===== config.mk =====
export PLATFORM = sky130hd
export DESIGN_NAME = lusf_score
export DESIGN_NICKNAME = d
export VERILOG_FILES = /design/src/sv/lusf_pkg.sv /design/src/sv/lusf_score.sv
export SDC_FILE = /design/constraint.sdc
export NUM_CORES = 1
export LEC_CHECK = 0
export BUFFER_PORTS_ARGS = -buffer_cell sky130_fd_sc_hd__buf_2
export CORE_ASPECT_RATIO = 2
export CORE_UTILIZATION = 45
export DETAILED_ROUTE_END_ITERATION = 7
export PLACE_DENSITY = 0.82
export SLEW_MARGIN = 0
export SYNTH_ARGS = -nofsm -noshare
export SYNTH_HDL_FRONTEND = slang
export SYNTH_SLANG_ARGS = --single-unit
export TNS_END_PERCENT = 50

===== constraint.sdc =====
create_clock -name vclk -period 5.3
set_input_delay 0.53 -clock vclk [all_inputs]
set_output_delay 0.53 -clock vclk [all_outputs]
set_load 0.01 [all_outputs]

===== src/sv/lusf_pkg.sv =====
// ----------------------------------------------------------------------------
// lusf_pkg: shared types and constants for the uniform square finder
// Fixed field widths and the neighbor character group.
// ----------------------------------------------------------------------------
package lusf_pkg;

  localparam int CHAR_W     = 8;
  localparam int CFG_W      = 11;
  localparam int OUT_SIZE_W = 11;
  localparam int POS_W      = 10;

  typedef logic [CHAR_W-1:0] char_t;

  // characters of one cell and its three neighbors
  typedef struct packed {
    char_t cur;
    char_t left;
    char_t up;
    char_t upleft;
  } nbr_chars_t;

endpackage


===== src/sv/lusf_score.sv =====
// ----------------------------------------------------------------------------
// lusf_score: cell score
// One plus the least neighbor score when all four characters match and the cell is not on an edge, else one.
// ----------------------------------------------------------------------------
module lusf_score
  import lusf_pkg::*;
#(
  parameter int SW = 11
) (
  input  nbr_chars_t    chars,
  input  logic          edge_cell,
  input  logic [SW-1:0] left_size,
  input  logic [SW-1:0] up_size,
  input  logic [SW-1:0] upleft_size,
  output logic [SW-1:0] score
);

  logic          all_match;
  logic [SW-1:0] min_a;
  logic [SW-1:0] min_b;

  // character match across the 2x2 window
  assign all_match = (chars.cur == chars.left) && (chars.cur == chars.up) &&
                     (chars.cur == chars.upleft);

  // three-way minimum
  assign min_a = (up_size < left_size) ? up_size : left_size;
  assign min_b = (upleft_size < min_a) ? upleft_size : min_a;

  assign score = (!edge_cell && all_match) ? (min_b + SW'(1)) : SW'(1);

endmodule


==> impl_metrics.py <==
metrics = {
    "outcome": {
        "status": "finished with violations",
        "violations": "design-rule violations, negative setup slack",
    },
    "die": {
        "die_area_um2": 3760,
        "core_region_area_um2": 3380,
        "initial_core_util": 0.467,
        "die_w_um": 43.9,
        "boundaryPins": 77,
        "die_h_um": 85.7,
        "rows": 30,
    },
    "yosys": {
        "syn_area_um2": 1580,
        "synth.top_cell.area_share": 0.167,
        "synth_area_per_cell_um2": 6.98,
        "synth.distinct_cells": 45,
        "seq_area_frac_synth": 0,
        "synth.most_common_cell": "a21oi_1",
        "yosys.area.top_type": "ha_1",
        "syn_nets": 313,
        "synth_warnings": 0,
        "synth_common_cells": "25 x a21oi_1, 23 x nor2_1, 21 x ha_1, 21 x nand3_1, 19 x xnor2_1",
        "yosys-top-cells-area": "ha_1 17%, xnor2_1 11%, a21oi_1 7.9%, nand3_1 6.7%, nor2_1 5.5%",
        "syn_inst": 226,
    },
    "final_layout": {
        "fill_cells": 223,
        "utilization": 0.783,
        "regArea_um2": 0,
        "seq_cell_count": 0,
        "antenna_cells": 0,
        "drive_gt1_frac": 0.516,
        "fin_cells": 375,
        "final_net_count": 432,
        "area_delta_synth_final_pct": 67.7,
        "nClkBuffers": 0,
    },
    "setup_path": {
        "cp_common_cell": "a21o_1",
        "arrival_ns": 4.96,
        "cp-end-kind": "output pin",
        "crit_type": "in2out",
        "crit_path_start_kind": "input pin",
        "critPathRequiredTime_ns": 4.77,
        "crit_path_top_delay_cell": "a211o_1",
        "worstPathMaxFanout": 6,
        "max_stage_delay_ns": 0.32,
    },
    "power": {
        "clkPwrFrac": 0,
        "combPwrFrac": 1.000,
        "p_total_mw": 0.324,
        "power.switching_mw": 0.167,
        "p_sw_frac": 0.516,
        "seq_power_share": 0,
        "vdd_ir_drop_max_mv": 0.0767,
        "power.density_nw_per_um2": 122,
        "p_int_mw": 0.157,
        "leakagePower_nw": 1.24,
    },
    "route": {
        "drt_iter0_markers": 87,
        "routed_via_density": 6.34,
        "ant_nets": 0,
        "routed_wl_mm": 7.14,
        "wire_per_inst_um": 19.0,
        "drcViolationCount": 3,
        "drt_first_pass_iters": 6,
        "vias": 2376,
    },
    "global_routing": {
        "grt_pass1_wl_mm": 9.09,
        "grt_max_degree": 17,
        "grt-ovfl-total": 0,
        "grt_pass1_vias": 2190,
        "antenna_found_initial": 0,
        "track_usage": 0.313,
    },
    "flow_run": {
        "drv_cap": 0,
    },
    "placement": {
        "dpl.cell_count": 356,
        "hpwl_mm": 4.87,
        "finalWeightedCongestion": 0.932,
        "portBuffers": 77,
    },
    "cts": {
        "hold_buffers": 0,
    },
    "timing": {
        "period_minus_slack_ns": 5.49,
        "min_period_over_period": 1.04,
        "rsz0062_at_grt": "true",
        "hold_viol_final": 0,
        "worst_pin_slew_ns": 0.595,
        "relSlewSlack": 0.602,
        "slew_violations": 0,
        "setup_viol": 3,
        "worst_slack_ns": -0.192,
        "holdWs_ns": 1.48,
        "fmax_mhz": 182,
    },
    "min_path": {
        "hold_depth": 5,
        "holdPathEnd": "score[10]",
        "hp-start": "upleft_size[10]",
        "hold_path_class": "in2out",
    },
}
==> kinds of logic after synthesis <==
logic type / share of synthesized area
multiplexers: 0.0206
AND/OR/NAND/NOR: 0.315
AO/OA/AOI/OAI: 0.298
buffers and inverters: 0.0500
XOR/XNOR: 0.150
adder cells (fa/ha/maj): 0.167
==> worst max path at each step <==
stage                  from   endpoint  slack, ns  cells after the start
3_3_place_gp   left_size[2]  score[10]      -0.02                     26
3_5_place_dp   left_size[2]  score[10]      -0.16                     25
5_1_grt        left_size[9]  score[10]      -0.55                     25
2_1_floorplan  left_size[9]  score[10]       0.02                     26
6_report       left_size[9]  score[10]      -0.19                     25
4_1_cts        left_size[2]  score[10]      0.006                     26
==> power by group through the flow <==
stage | Combinational, mW | Clock [mW] | Sequential (mW)
2_1_floorplan | 0.150 | 0 | 0
6_report | 0.324 | 0 | 0
3_3_place_gp | 0.233 | 0 | 0
4_1_cts | 0.263 | 0 | 0
5_1_grt | 0.343 | 0 | 0
3_5_place_dp | 0.239 | 0 | 0
==> worst max-delay path, delay by kind of cell <==
family	cells	cell delay [ns]
AO/OA/AOI/OAI	10	1.89
XOR/XNOR	1	0.18
adder cells (fa/ha/maj)	3	0.68
buffers and inverters	4	0.50
multiplexers	1	0.29
AND/OR/NAND/NOR	6	0.89
==> routing by layer <==
metal  track usage  vias to the layer above  part of all wire
li1              -                     1088                 -
met1         0.245                     1083              0.31
met2         0.676                      144              0.57
met3        0.0316                       61             0.048
met4         0.146                        0             0.071
met5             0                        -                 0
==> cells in the final DEF, fill, tap and decap left out, types with 3 or more instances in the layout <==
| cell type | instances |
|---|---|
| inv_2 | 3 |
| nor3_1 | 3 |
| ha_1 | 15 |
| nor3_4 | 3 |
| a21o_1 | 7 |
| buf_4 | 42 |
| inv_1 | 7 |
| nand2_1 | 14 |
| a211oi_1 | 6 |
| ha_4 | 6 |
| buf_2 | 74 |
| a211o_1 | 6 |
| buf_6 | 4 |
| xor2_1 | 8 |
| nor4_1 | 3 |
| and3_1 | 8 |
| nor2_4 | 4 |
| nand4_1 | 7 |
| a21oi_2 | 10 |
| nor2_1 | 16 |
| nor2_2 | 4 |
| xnor2_1 | 18 |
| a21oi_1 | 15 |
| nand3_1 | 19 |
==> repair_timing <==
action,in CTS,in global routing
endpoints found under the setup margin,2,4
buffers inserted,6,12
cloned,1,0
pin swaps,12,39
resized for setup,7,48
==> cell type report <==
class | count | area (um2) | area share
inverters | 12 | 50.0 | 0.0189
well taps | 32 | 40.0 | 0.0151
multi-input cells | 208 | 1760 | 0.666
repair buffers | 123 | 793 | 0.300
==> through the flow <==
| step | setup slack (ns) | setup TNS, ns | area, um2 |
|---|---|---|---|
| finish | -0.192 | -0.408 | 2650 |
| CTS | 0.00557 | 0 | 2350 |
| detailed placement | -0.161 | -0.266 | 2250 |
| floorplan | 0.0210 | 0 | 1670 |
| global placement | -0.0184 | -0.0184 | 2250 |
| global route | -0.548 | -1.36 | 2650 |
Note: power is estimated with default switching activity, not from simulation.
